<file path="src/wps_pkg.sv">
// Waypoint patrol steering package: fixed widths, CORDIC angle table, FSM and mode codes.
// No dependencies.
package wps_pkg;
  localparam int POS_W = 20;
  localparam int DIF_W = 21;
  localparam int CX_W  = 26;
  localparam int Z_W   = 26;
  localparam int D2_W  = 44;
  localparam int ATAN_LEN = 24;
  localparam logic [Z_W-1:0] DEG90_Z = 26'd5898240;
  localparam logic [1:0] REG_REPEAT = 2'd0;
  localparam logic [1:0] REG_RADIUS = 2'd1;
  localparam logic MODE_LOAD = 1'b0;
  localparam logic MODE_TICK = 1'b1;

  typedef enum logic [6:0] {
    ST_IDLE  = 7'b0000001,
    ST_RD    = 7'b0000010,
    ST_DIST  = 7'b0000100,
    ST_RD2   = 7'b0001000,
    ST_PREP  = 7'b0010000,
    ST_CORD  = 7'b0100000,
    ST_OUT   = 7'b1000000
  } state_t;

  function automatic logic [Z_W-1:0] atan_of(input logic [4:0] i);
    logic [Z_W-1:0] r;
    begin
      case (i)
        5'd0: r = 26'd2949120;  5'd1: r = 26'd1740967; 5'd2: r = 26'd919879;
        5'd3: r = 26'd466945;   5'd4: r = 26'd234379;  5'd5: r = 26'd117304;
        5'd6: r = 26'd58666;    5'd7: r = 26'd29335;   5'd8: r = 26'd14668;
        5'd9: r = 26'd7334;     5'd10: r = 26'd3667;   5'd11: r = 26'd1833;
        5'd12: r = 26'd917;     5'd13: r = 26'd458;    5'd14: r = 26'd229;
        5'd15: r = 26'd115;     5'd16: r = 26'd57;     5'd17: r = 26'd29;
        5'd18: r = 26'd14;      5'd19: r = 26'd7;      5'd20: r = 26'd4;
        5'd21: r = 26'd2;       5'd22: r = 26'd1;
        default: r = '0;
      endcase
      return r;
    end
  endfunction
endpackage

</file>
<file path="src/wps_ram.sv">
// Generic single-port RAM with registered read.
// No dependencies.
module wps_ram #(
  parameter int WIDTH = 40,
  parameter int DEPTH = 64
) (
  input  logic                     clk,
  input  logic                     we,
  input  logic [$clog2(DEPTH)-1:0] addr,
  input  logic [WIDTH-1:0]         wdata,
  output logic [WIDTH-1:0]         rdata
);
  logic [WIDTH-1:0] mem [DEPTH];
  always_ff @(posedge clk) begin
    if (we) mem[addr] <= wdata;
    rdata <= mem[addr];
  end
endmodule

</file>
<file path="src/waypoint_patrol_steering_core.sv">
// Waypoint patrol steering top level: control FSM, serial distance check, CORDIC.
// Depends on wps_pkg and wps_ram.
//
// Usage: raise start with in_mode/in_pos_x/in_pos_y/in_heading while busy is
// low. A load word (mode 0) appends a waypoint unless the table is full; it gives no result.
// A tick word (mode 1) gives one result strobed by out_valid for one cycle.
// Tick sequence: busy covers a table read, the squared distance (latch,
// one multiplier bit per cycle on both axes for 20 bits, compare), one more
// read when the waypoint is reached, a pre-rotation state, CORDIC_STEPS
// iterations (capped at ATAN_LEN) of one shared shift-add unit and an output
// state; a stopped tick goes from the table read straight to the output state.
// out_valid is high in the cycle after the output state, when busy is already
// low, so the next word may be accepted in the cycle the result is strobed.
// The receiver cannot stall; results are shown for exactly one cycle.
// Registers over APB at cfg_paddr 0 (repeat_enable) and 4 (reach_radius_mm).
// Reset (rst_n low, synchronous) empties the table, clears index and done,
// repeat to 0 and radius to 300. Waypoint storage is not cleared.
module waypoint_patrol_steering_core #(
  parameter int MAX_WAYPOINTS = 64,
  parameter int CORDIC_STEPS  = 16
) (
  input  logic               clk,
  input  logic               rst_n,
  input  logic               start,
  output logic               busy,
  input  logic               in_mode,
  input  logic signed [19:0] in_pos_x,
  input  logic signed [19:0] in_pos_y,
  input  logic signed [12:0] in_heading,
  output logic               out_valid,
  output logic signed [11:0] out_yaw_command,
  output logic [9:0]         out_forward_command,
  output logic               out_patrol_done,
  output logic [5:0]         out_target_index,
  input  logic               cfg_psel,
  input  logic               cfg_penable,
  input  logic               cfg_pwrite,
  input  logic [2:0]         cfg_paddr,
  input  logic [31:0]        cfg_pwdata,
  output logic [31:0]        cfg_prdata,
  output logic               cfg_pready
);
  localparam int AW = (MAX_WAYPOINTS > 1) ? $clog2(MAX_WAYPOINTS) : 1;
  localparam int CW = $clog2(MAX_WAYPOINTS + 1);
  localparam int STEPS = (CORDIC_STEPS > wps_pkg::ATAN_LEN) ? wps_pkg::ATAN_LEN
                                                           : CORDIC_STEPS;
  localparam int PW = wps_pkg::POS_W;
  localparam int DW = wps_pkg::DIF_W;
  localparam int XW = wps_pkg::CX_W;
  localparam int ZW = wps_pkg::Z_W;
  localparam int QW = wps_pkg::D2_W;

  wps_pkg::state_t st_r, st_nxt;
  logic           rep_r;
  logic [15:0]    rad_r;
  logic [CW-1:0]  cnt_r;
  logic [AW-1:0]  idx_r;
  logic           fin_r;
  logic signed [PW-1:0] px_r, py_r;
  logic signed [12:0]   hd_r;
  logic [AW-1:0]  addr;
  logic           we;
  logic [2*PW-1:0] rdata;
  logic [4:0]     bit_r;
  logic [DW-1:0]  ax_r, ay_r, mx_r, my_r;
  logic [QW-1:0]  acc_r;
  logic signed [XW-1:0] cx_r, cy_r;
  logic signed [ZW-1:0] cz_r;
  logic           zero_r;
  logic           cfg_wr;

  assign cfg_pready = 1'b1;
  assign cfg_wr = cfg_psel & cfg_penable & cfg_pwrite;
  assign cfg_prdata = (cfg_paddr[2] == 1'b0) ? {31'd0, rep_r} : {16'd0, rad_r};
  assign busy = (st_r != wps_pkg::ST_IDLE);

  wps_ram #(.WIDTH(2*PW), .DEPTH(MAX_WAYPOINTS)) u_ram (
    .clk(clk), .we(we), .addr(addr), .wdata({px_r, py_r}), .rdata(rdata)
  );

  logic            load_r;
  logic signed [DW-1:0] dx, dy;
  assign dx = DW'(signed'(rdata[2*PW-1:PW])) - DW'(px_r);
  assign dy = DW'(signed'(rdata[PW-1:0])) - DW'(py_r);
  assign we = load_r && (cnt_r < CW'(MAX_WAYPOINTS));
  assign addr = load_r ? cnt_r[AW-1:0] : idx_r;

  logic reached, last;
  assign reached = acc_r <= QW'({16'd0, rad_r} * {16'd0, rad_r});
  assign last = (CW'(idx_r) + CW'(1)) >= cnt_r;

  // CORDIC step with arithmetic shifts
  logic signed [XW-1:0] xs, ys;
  logic [4:0] ci;
  assign ci = bit_r;
  assign xs = cx_r >>> ci;
  assign ys = cy_r >>> ci;

  // output math
  logic signed [ZW-1:0] zr;
  logic signed [14:0]   b16, e;
  logic signed [14:0]   w;
  logic signed [11:0]   yc;
  logic [10:0]          ay;
  assign zr  = (cz_r + ZW'(2048)) >>> 12;
  assign b16 = zero_r ? 15'sd0 : zr[14:0];
  assign e   = b16 - 15'(hd_r);
  always_comb begin
    w = e;
    if (w >= 15'sd2880) w = w - 15'sd5760;
    if (w >= 15'sd2880) w = w - 15'sd5760;
    if (w < -15'sd2880) w = w + 15'sd5760;
    if (w < -15'sd2880) w = w + 15'sd5760;
    if (w > 15'sd1600) w = 15'sd1600;
    if (w < -15'sd1600) w = -15'sd1600;
    yc = w[11:0];
    ay = yc[11] ? 11'(-w) : 11'(w);
  end

  always_comb begin
    st_nxt = st_r;
    case (st_r)
      wps_pkg::ST_IDLE: if (start) st_nxt = (in_mode == wps_pkg::MODE_TICK) ? wps_pkg::ST_RD
                                                                         : wps_pkg::ST_OUT;
      wps_pkg::ST_RD:   st_nxt = (fin_r || cnt_r == '0) ? wps_pkg::ST_OUT : wps_pkg::ST_DIST;
      wps_pkg::ST_DIST: if (bit_r == 5'(DW)) st_nxt = reached ? wps_pkg::ST_RD2
                                                              : wps_pkg::ST_PREP;
      wps_pkg::ST_RD2:  st_nxt = wps_pkg::ST_PREP;
      wps_pkg::ST_PREP: st_nxt = wps_pkg::ST_CORD;
      wps_pkg::ST_CORD: if (bit_r == 5'(STEPS - 1)) st_nxt = wps_pkg::ST_OUT;
      wps_pkg::ST_OUT:  st_nxt = wps_pkg::ST_IDLE;
      default:          st_nxt = wps_pkg::ST_IDLE;
    endcase
  end

  logic stopped_r;
  always_ff @(posedge clk) begin
    if (!rst_n) begin
      st_r <= wps_pkg::ST_IDLE;
      rep_r <= 1'b0; rad_r <= 16'd300;
      cnt_r <= '0; idx_r <= '0; fin_r <= 1'b0;
      load_r <= 1'b0; out_valid <= 1'b0;
    end else begin
      st_r <= st_nxt;
      out_valid <= 1'b0;
      if (cfg_wr && cfg_paddr[1:0] == 2'd0) begin
        if (cfg_paddr[2] == wps_pkg::REG_REPEAT[0]) begin
          rep_r <= cfg_pwdata[0];
          if (cfg_pwdata[0]) fin_r <= 1'b0;
        end else if (cfg_paddr[2] == wps_pkg::REG_RADIUS[0]) begin
          rad_r <= cfg_pwdata[15:0];
        end
      end
      case (st_r)
        wps_pkg::ST_IDLE: begin
          load_r <= start & (in_mode == wps_pkg::MODE_LOAD);
          px_r <= in_pos_x; py_r <= in_pos_y; hd_r <= in_heading;
        end
        wps_pkg::ST_RD: begin
          stopped_r <= fin_r || cnt_r == '0;
          bit_r <= '0; acc_r <= '0;
        end
        wps_pkg::ST_DIST: begin
          if (bit_r == 5'd0) begin
            // latch |d| and multiplier copies
            ax_r <= dx[DW-1] ? DW'(-dx) : dx; ay_r <= dy[DW-1] ? DW'(-dy) : dy;
            mx_r <= dx[DW-1] ? DW'(-dx) : dx; my_r <= dy[DW-1] ? DW'(-dy) : dy;
            cx_r <= XW'(dx); cy_r <= XW'(dy);
            zero_r <= (dx == '0) && (dy == '0);
            bit_r <= 5'd1;
          end else if (bit_r != 5'(DW)) begin
            // one multiplier bit per cycle for each axis
            acc_r <= acc_r
                     + (mx_r[0] ? (QW'(ax_r) << (bit_r - 5'd1)) : '0)
                     + (my_r[0] ? (QW'(ay_r) << (bit_r - 5'd1)) : '0);
            mx_r <= mx_r >> 1; my_r <= my_r >> 1;
            bit_r <= bit_r + 5'd1;
          end else if (reached) begin
            if (!rep_r && last) begin
              idx_r <= '0; fin_r <= 1'b1;
            end else begin
              idx_r <= last ? '0 : idx_r + AW'(1);
            end
          end
        end
        wps_pkg::ST_RD2: ;
        wps_pkg::ST_PREP: begin
          // rdata holds the current target here; rotate a left-half vector by 90 degrees
          zero_r <= (dx == '0) && (dy == '0);
          if (dx < 0) begin
            if (dy >= 0) begin
              cx_r <= XW'(dy); cy_r <= XW'(-dx); cz_r <= ZW'(wps_pkg::DEG90_Z);
            end else begin
              cx_r <= XW'(-dy); cy_r <= XW'(dx); cz_r <= -ZW'(wps_pkg::DEG90_Z);
            end
          end else begin
            cx_r <= XW'(dx); cy_r <= XW'(dy); cz_r <= '0;
          end
          bit_r <= '0;
        end
        wps_pkg::ST_CORD: begin
          if (cy_r >= 0) begin
            cx_r <= cx_r + ys; cy_r <= cy_r - xs; cz_r <= cz_r + ZW'(wps_pkg::atan_of(ci));
          end else begin
            cx_r <= cx_r - ys; cy_r <= cy_r + xs; cz_r <= cz_r - ZW'(wps_pkg::atan_of(ci));
          end
          bit_r <= bit_r + 5'd1;
        end
        wps_pkg::ST_OUT: begin
          if (load_r) begin
            if (cnt_r < CW'(MAX_WAYPOINTS)) cnt_r <= cnt_r + CW'(1);
            load_r <= 1'b0;
          end else begin
            out_valid <= 1'b1;
            out_patrol_done <= fin_r;
            out_target_index <= 6'(idx_r);
            out_yaw_command <= stopped_r ? 12'sd0 : yc;
            out_forward_command <= (stopped_r || ay >= 11'd960) ? 10'd0
                                   : 10'(11'd960 - ay);
          end
        end
        default: ;
      endcase
    end
  end
endmodule

</file>
<file path="config.mk">
export PLATFORM = sky130hd
export DESIGN_NAME = waypoint_patrol_steering_core
export DESIGN_NICKNAME = d
export VERILOG_FILES = /design/src/wps_pkg.sv /design/src/wps_ram.sv /design/src/waypoint_patrol_steering_core.sv
export SDC_FILE = /design/constraint.sdc
export NUM_CORES = 2
export LEC_CHECK = 0
export BUFFER_PORTS_ARGS = -buffer_cell sky130_fd_sc_hd__buf_2
export CELL_PAD_IN_SITES_DETAIL_PLACEMENT = 1
export CELL_PAD_IN_SITES_GLOBAL_PLACEMENT = 2
export CORE_MARGIN = 5
export CORE_UTILIZATION = 30
export DETAILED_ROUTE_END_ITERATION = 8
export PLACE_DENSITY = 0.53
export SETUP_SLACK_MARGIN = 0.15
export SYNTH_ARGS = -nofsm -noshare
export SYNTH_HDL_FRONTEND = slang
export SYNTH_MEMORY_MAX_BITS = 65536
export SYNTH_SLANG_ARGS = --single-unit
</file>
<file path="constraint.sdc">
create_clock -name clk -period 14.3 [get_ports clk]
set_clock_uncertainty 0.2 [all_clocks]
set_input_delay 2.145 -clock clk [delete_from_list [all_inputs] [get_ports clk]]
set_output_delay 2.145 -clock clk [all_outputs]
set_load 0.03 [all_outputs]
</file>
Word level (Yosys, flattened, before mapping)

Memories as Yosys holds them, arrays and structs flattened. A register that Yosys moved wholly into a read port is not among the register bits.
Index checks and enable logic that the tools add are counted.

Add/subtract/negate cells: 27
Multipliers: 1
Magnitude comparators: 13
Equal/unequal tests: 18
Shift-type cells: 4
Mux-type cells: 69
Bitwise logic cells: 8
Reduce and logical (&&, ||, !) cells: 36

Operators with widths:

| kind                     | number |
|---|---|
| $mux W26                 | 17 |
| $mux W44                 | 4 |
| $pmux W26 S3             | 2 |
| $mux W21                 | 6 |
| $mux W15                 | 6 |
| $add A44 B44 Y44         | 2 |
| $pmux W44 S2             | 1 |
| $shl A21 B5 Y44          | 2 |
| $add A26 B26 Y26         | 3 |
| $sub A26 B26 Y26         | 3 |
| $neg A21 Y26             | 2 |
| $pmux W26 S2             | 1 |
| $sshr A26 B5 Y26         | 2 |
| $le A44 B32 Y1           | 1 |
| $logic_not A21 Y1        | 2 |
| $neg A21 Y21             | 2 |
| $pmux W7 S6              | 1 |
| $sub A20 B20 Y21         | 2 |
| $mux W7                  | 5 |
| $mul A16 B16 Y32         | 1 |
| $add A15 B14 Y15 const B | 2 |
| $ge A15 B13 Y1 const B   | 2 |
| $lt A15 B13 Y1 const B   | 2 |
| $sub A15 B14 Y15 const B | 2 |
| other kinds (52)         | 103 |

Bits in registers: 335
Memory bits (writable): 2,560
ROM bits: 1,408
Input port bits: 95
Output and inout port bits: 64
Logic and storage cells: 205
Memories kept: 3

Memory list:

| memory          | depth | bits a word | rd ports | clocked after memory_dff | wr ports | line          | text |
|---|---|---|---|---|---|---|---|
| u_ram.mem       | 64    | 40          | 1        | 1                        | 1        | wps_ram.sv:13 | `logic [WIDTH-1:0] mem [DEPTH];` |
| (no name shown) | 32    | 22          | 1        | 1                        | 0        | wps_pkg.sv:29 | `case (i)` |
| (no name shown) | 32    | 22          | 1        | 1                        | 0        | wps_pkg.sv:29 |  |

Logic depth before layout (Yosys ltp)

Depth in word-level cells: 19
Gate-level depth with buffers: 53
Gate-level depth less buffers: 50

Cells and area by module

Synthesis repeated with hierarchy kept, for this count alone.

Cells, all modules: 10,200
Area total of the unflattened synthesis: 139,114.7 µm²

By module, submodules not included:

| module                        | instances | cells each | area each (µm²) | seq. area each (µm²) |
|---|---|---|---|---|
| wps_ram                       | 1         | 5,459      | 98,355.6        | 77,674.5 |
| waypoint_patrol_steering_core | 1         | 4,741      | 40,759.1        | 10,099.7 |

Least setup slack after synthesis

No wires, ideal clock.

Kind: register to register
From: register cz_r[13]
To: register out_forward_command[8] (data pin)
Setup time: 0.254 ns
Arrival: 10.148 ns
Required time: 13.846 ns
Slack: 3.698 ns
Stages on the path, launching flop included: 51
Buffers on the path: 4
Period minus slack after synthesis: 10.602 ns
Path through: edfxtp_1 clkbuf_1 nand3_1 or3_1 a21oi_1 ha_1 buf_4 a21o_1 a311o_1 a41oi_2 xnor2_2 ha_1 a31oi_1 o21ai_1 o21bai_2 a21oi_4 mux2_2 ha_1 [15 not listed] o41a_1 o21a_1 buf_2 o41a_1 a21o_1 and2_1 buf_2 or2_2 ha_1 nand2_1 o21ai_0 inv_1 ha_1 and2_1 a32o_1 nand3_1 and4_1 o21a_1

Longest elaborated chain between the ends: 19
Elaborated cells on any way between the ends: 24
Those cells by class: 8 x add/sub; 7 x order compare; 8 x mux; 1 x reduce/logical

Ends and longest elaborated chain:

| item                                                      | line                                 | text |
|---|---|---|
| from (decl)                                               | waypoint_patrol_steering_core.sv:68  | `logic signed [ZW-1:0] cz_r;` |
| from (signal assigned)                                    | waypoint_patrol_steering_core.sv:192 | `cx_r <= XW'(dy); cy_r <= XW'(-dx); cz_r <= ZW'(wps_pkg::DEG90_Z);` |
| from (signal assigned)                                    | waypoint_patrol_steering_core.sv:194 | `cx_r <= XW'(-dy); cy_r <= XW'(dx); cz_r <= -ZW'(wps_pkg::DEG90_Z);` |
| from (signal assigned)                                    | waypoint_patrol_steering_core.sv:203 | `cx_r <= cx_r + ys; cy_r <= cy_r - xs; cz_r <= cz_r + ZW'(wps_pkg::atan_of(ci));` |
| $add A26 B13 Y26 *                                        | waypoint_patrol_steering_core.sv:105 | `assign zr = (cz_r + ZW'(2048)) >>> 12;` |
| $mux W15 *                                                | waypoint_patrol_steering_core.sv:106 | `assign b16 = zero_r ? 15'sd0 : zr[14:0];` |
| $sub A15 B13 Y15 *                                        | waypoint_patrol_steering_core.sv:107 | `assign e = b16 - 15'(hd_r);` |
| $sub A15 B14 Y15 / $ge A15 B13 Y1 (equally long branches) | waypoint_patrol_steering_core.sv:110 | `if (w >= 15'sd2880) w = w - 15'sd5760;` |
| $mux W15 *                                                | waypoint_patrol_steering_core.sv:110 |  |
| $sub A15 B14 Y15 / $ge A15 B13 Y1 (equally long branches) | waypoint_patrol_steering_core.sv:111 | `if (w >= 15'sd2880) w = w - 15'sd5760;` |
| $mux W15 *                                                | waypoint_patrol_steering_core.sv:111 |  |
| $add A15 B14 Y15 / $lt A15 B13 Y1 (equally long branches) | waypoint_patrol_steering_core.sv:112 | `if (w < -15'sd2880) w = w + 15'sd5760;` |
| [3 not listed]                                            | n/a                                  |  |
| $gt A15 B12 Y1                                            | waypoint_patrol_steering_core.sv:114 | `if (w > 15'sd1600) w = 15'sd1600;` |
| $mux W15 *                                                | waypoint_patrol_steering_core.sv:114 |  |
| $lt A15 B12 Y1                                            | waypoint_patrol_steering_core.sv:115 | `if (w < -15'sd1600) w = -15'sd1600;` |
| $mux W12 *                                                | waypoint_patrol_steering_core.sv:115 |  |
| $neg A11 Y11                                              | waypoint_patrol_steering_core.sv:117 | `ay = yc[11] ? 11'(-w) : 11'(w);` |
| $mux W11 *                                                | waypoint_patrol_steering_core.sv:117 |  |
| $ge A11 B10 Y1                                            | waypoint_patrol_steering_core.sv:218 | `out_forward_command <= (stopped_r \|\| ay >= 11'd960) ? 10'd0` |
| $logic_or A1 B1 Y1                                        | waypoint_patrol_steering_core.sv:218 |  |
| to (signal assigned)                                      | waypoint_patrol_steering_core.sv:218 |  |
| to (decl)                                                 | waypoint_patrol_steering_core.sv:32  | `output logic [9:0] out_forward_command,` |

Every way passes the cells marked *; elsewhere a longest branch is shown, timed or not.
A chain may end at the register's enable or synchronous reset.

Worst setup path after layout

Ends and elaborated chain as after synthesis.

==> qor.log <==
INFO  status         status=complete, no violations
INFO  timing         tns=0ps
INFO  timing         max_slew.worst_pin.slew=1370ps
INFO  timing         grt_setup_unrepaired=no
INFO  logic_synthesis ffs_w_async_s_r_synth=0%
INFO  final_layout   fillCellCount=46,200
INFO  routing        drt-vias-per-instance=5.61
INFO  placement      place.port_buffers=125
INFO  cts            clk_path_buf_depth=4
INFO  global_routing grt_start_max_net_pins=86
INFO  cts            post_cts_hold_buffer_count=0
INFO  logic_synthesis synth_cell_type_count=115
INFO  routing        route.detailed.drc=0
INFO  routing        dr.first_iter.drc_count=9,238
INFO  timing         max_frequency=79.9MHz
INFO  logic_synthesis seq_area_frac_synth=65.4%
INFO  placement      postPlaceCellArea=144,000um^2
INFO  floorplan      placementRows=245
INFO  timing         timing.slew.headroom=7.37%
INFO  routing        ant_nets=0
INFO  placement      place_hpwl=336,000um
INFO  final_layout   register_area=87,800um^2
INFO  setup_path     worst_ep_required_time=14,810ps
INFO  routing        route.detailed.wl_per_inst=34.0um
INFO  timing         final.min_clock_period=12,520ps
INFO  final_layout   footprint_of_the_multi_input_gates=43,300um^2
INFO  final_layout   nNetsFinal=10,600
INFO  timing         slew_violations=0
INFO  floorplan      start_util=30.1%
INFO  final_layout   most-common-layout-cells=2,855 x sky130_fd_sc_hd__edfxtp_1, 926 x sky130_fd_sc_hd__a22oi_1, 553 x sky130_fd_sc_hd__nand2_1
INFO  cts            tritoncts_clock_tree=built
INFO  setup_path     crit_path_most_repeated_cell=sky130_fd_sc_hd__ha_1
INFO  logic_synthesis synth-edff-count=2,855
INFO  floorplan      number_of_top_level_design_ports=159
INFO  cts            post_cts_buffers=0
INFO  logic_synthesis yosys_register_bits=2,957
INFO  power          power.density=161nW/um^2
INFO  global_routing globalRoute.totalOverflow=0
INFO  cts            cts_htree_levels=5
INFO  final_layout   final_cell_area=155,000um^2
INFO  setup_path     worst_ep_arrival_time=13,030ps
INFO  floorplan      design.die.area=461,000um^2
INFO  cts            numClockSinks=2,957
INFO  hold_path      worst_hold_path_type=reg -> reg
INFO  routing        totalWireLength=550,000um
INFO  cts            root_buffer=sky130_fd_sc_hd__clkbuf_16
INFO  global_routing antenna_found_initial=37
INFO  logic_synthesis postSynth.topFlopCell=sky130_fd_sc_hd__edfxtp_1
INFO  setup_path     critical_path.max_fanout=11
INFO  floorplan      core=445,000um^2
INFO  setup_path     crit_path_end_kind=flip-flop
INFO  logic_synthesis postSynthCellCount=9,672
INFO  final_layout   syn_to_final_growth=15.4%
INFO  final_layout   most_common_library_cell_in_the_layout_ignoring_fill_and_taps=sky130_fd_sc_hd__edfxtp_1
INFO  routing        firstDrtPassIters=6
INFO  power          vdd_drop_max=0.196mV
INFO  setup_path     timing.critical_path.from_type=flip-flop
INFO  floorplan      chipHeight=679um
INFO  final_layout   layout_cell_share_with_drive_strength_beyond_1=11.9%
INFO  setup_path     cp_slowest_stage_delay=600ps
INFO  cts            path_clk_slew=60ps
INFO  timing         finalSetupViolations=0
INFO  global_routing grt_use_total=23.1%
INFO  timing         layout_worst_path_cycle_share=87.5%
INFO  placement      routabilityCongestion=0.815
INFO  setup_path     cp_top_family=compound AO/OA/AOI/OAI gates
INFO  cts            cts_resized=0
INFO  logic_synthesis syn-mean-instance-area=13.9um^2
INFO  timing         finalHoldViolations=0
INFO  cts            clk-insertion-delay-late=1000ps
INFO  global_routing via_count_of_the_first_global_routing_pass=93,200
INFO  power          power.static_leakage=51.4nW
INFO  setup_path     critical_path.slowest_cell=sky130_fd_sc_hd__edfxtp_1
INFO  global_routing grt_pass1_wl=759,000um
INFO  run            drv.max_cap_violation_count=0
INFO  setup_path     timing_worst_setup_path_type=reg -> reg
INFO  logic_synthesis synth-warning-count=0
INFO  logic_synthesis syn-cell-area=134,000um^2
INFO  routing        via_count=90,700
INFO  setup_path     cp.buffers_inverters=3
INFO  cts            cts_made_buffers=343
INFO  floorplan      die-width=679um
## layout make-up
class                           instances  share of cell area [%]
Multi-Input combinational cell       5693                    28.0
Inverter                              477                    1.16
Clock inverter                        189                    1.18
Timing Repair Buffer                  458                    2.21
Clock buffer                          443                    5.96
Antenna cell                           10                  0.0162
Sequential cell                      2957                    56.7
Tap cell                             5928                    4.79
## registers in the layout (all words and copies together) (netlist names), 21 cells and up, named ones only
register / cells
u_ram.mem: 2560
acc_r: 44
u_ram.rdata: 40
cx_r: 26
cy_r: 26
cz_r: 26
ax_r: 21
ay_r: 21
mx_r: 21
my_r: 21
## synthesized netlist by cell type, types with 60 or more instances
| cell | count | share of area, % |
|---|---|---|
| sky130_fd_sc_hd__a21oi_1 | 383 | 1.4 |
| sky130_fd_sc_hd__a221oi_1 | 148 | 0.97 |
| sky130_fd_sc_hd__a222oi_1 | 60 | 0.45 |
| sky130_fd_sc_hd__a22o_1 | 136 | 0.89 |
| sky130_fd_sc_hd__a22oi_1 | 927 | 5.2 |
| sky130_fd_sc_hd__a31oi_1 | 117 | 0.55 |
| sky130_fd_sc_hd__a41oi_1 | 104 | 0.68 |
| sky130_fd_sc_hd__and2_1 | 101 | 0.47 |
| sky130_fd_sc_hd__buf_1 | 119 | 0.33 |
| sky130_fd_sc_hd__clkbuf_1 | 408 | 1.1 |
| sky130_fd_sc_hd__dfxtp_1 | 102 | 1.5 |
| sky130_fd_sc_hd__edfxtp_1 | 2855 | 64 |
| sky130_fd_sc_hd__fa_1 | 214 | 3.2 |
| sky130_fd_sc_hd__ha_1 | 343 | 3.2 |
| sky130_fd_sc_hd__inv_1 | 475 | 1.3 |
| sky130_fd_sc_hd__mux2i_1 | 106 | 0.79 |
| sky130_fd_sc_hd__nand2_1 | 559 | 1.6 |
| sky130_fd_sc_hd__nand3_1 | 114 | 0.43 |
| sky130_fd_sc_hd__nand4_1 | 104 | 0.49 |
| sky130_fd_sc_hd__nor2_1 | 533 | 1.5 |
| sky130_fd_sc_hd__nor2b_1 | 72 | 0.34 |
| sky130_fd_sc_hd__nor3_1 | 106 | 0.40 |
| sky130_fd_sc_hd__o21ai_0 | 400 | 1.5 |
| sky130_fd_sc_hd__xnor2_1 | 196 | 1.3 |
| sky130_fd_sc_hd__xor2_1 | 105 | 0.69 |
## logic make-up after synthesis
family	Yosys count	share of synthesized area (%)
AO/OA/AOI/OAI	2771	14.7
XOR/XNOR	304	2.01
adder cells (fa/ha/maj)	557	6.39
buffers and inverters	1037	2.98
flip-flops	2957	65.4
multiplexers	200	1.97
other	2	0.00560
AND/OR/NAND/NOR	1844	6.45
## report_power, final
group	switching (W)	total [W]	internal, W
sequential	0.000134	0.0103	0.0101
clock	0.00371	0.00876	0.00505
combinational	0.00407	0.00583	0.00176
total	0.00791	0.0248	0.0169
## worst min-delay path: stages (launching register included)
cell and delay (ps):
sky130_fd_sc_hd__dfxtp_1 320, sky130_fd_sc_hd__nand2_1 60, sky130_fd_sc_hd__a21oi_1 60
## path summary, 6_finish.rpt
check	from	end	slack (ps)	cells past startpoint
worst max-delay path	cz_r[13]$_SDFFCE_PN0P_	out_forward_command[8]$_SDFFCE_PP0P_	1780	48
worst min-delay path	rad_r[0]$_SDFFE_PN0P_	rad_r[0]$_SDFFE_PN0P_	280	2
worst max register to register	cz_r[13]$_SDFFCE_PN0P_	out_forward_command[8]$_SDFFCE_PP0P_	1780	48
worst min register to register	rad_r[0]$_SDFFE_PN0P_	rad_r[0]$_SDFFE_PN0P_	280	2
## routing by layer
layer | track usage (%) | wire, um | vias to the layer above
met5 | 0 | 54 | -
met4 | 5.99 | 15500 | 8
met3 | 3.00 | 32900 | 639
met2 | 37.8 | 256000 | 3114
met1 | 32.4 | 245000 | 48600
li1 | - | - | 38300
## metrics by stage
| stage | power, W | instances | hold WS, ps | utilization (%) | setup WS, ps |
|---|---|---|---|---|---|
| detailed placement | 0.0163 | 15500 | 273 | 32.3 | 1870 |
| CTS | 0.0251 | 16100 | 281 | 34.7 | 1780 |
| global route | 0.0259 | 16100 | 323 | 34.7 | 689 |
| floorplan | 0.0141 | 9687 | 233 | - | 3700 |
| finish | 0.0248 | 16200 | 280 | 34.7 | 1780 |
| global placement | 0.0162 | 15500 | 267 | 32.3 | 1980 |
(Power assumes the default switching activity.)
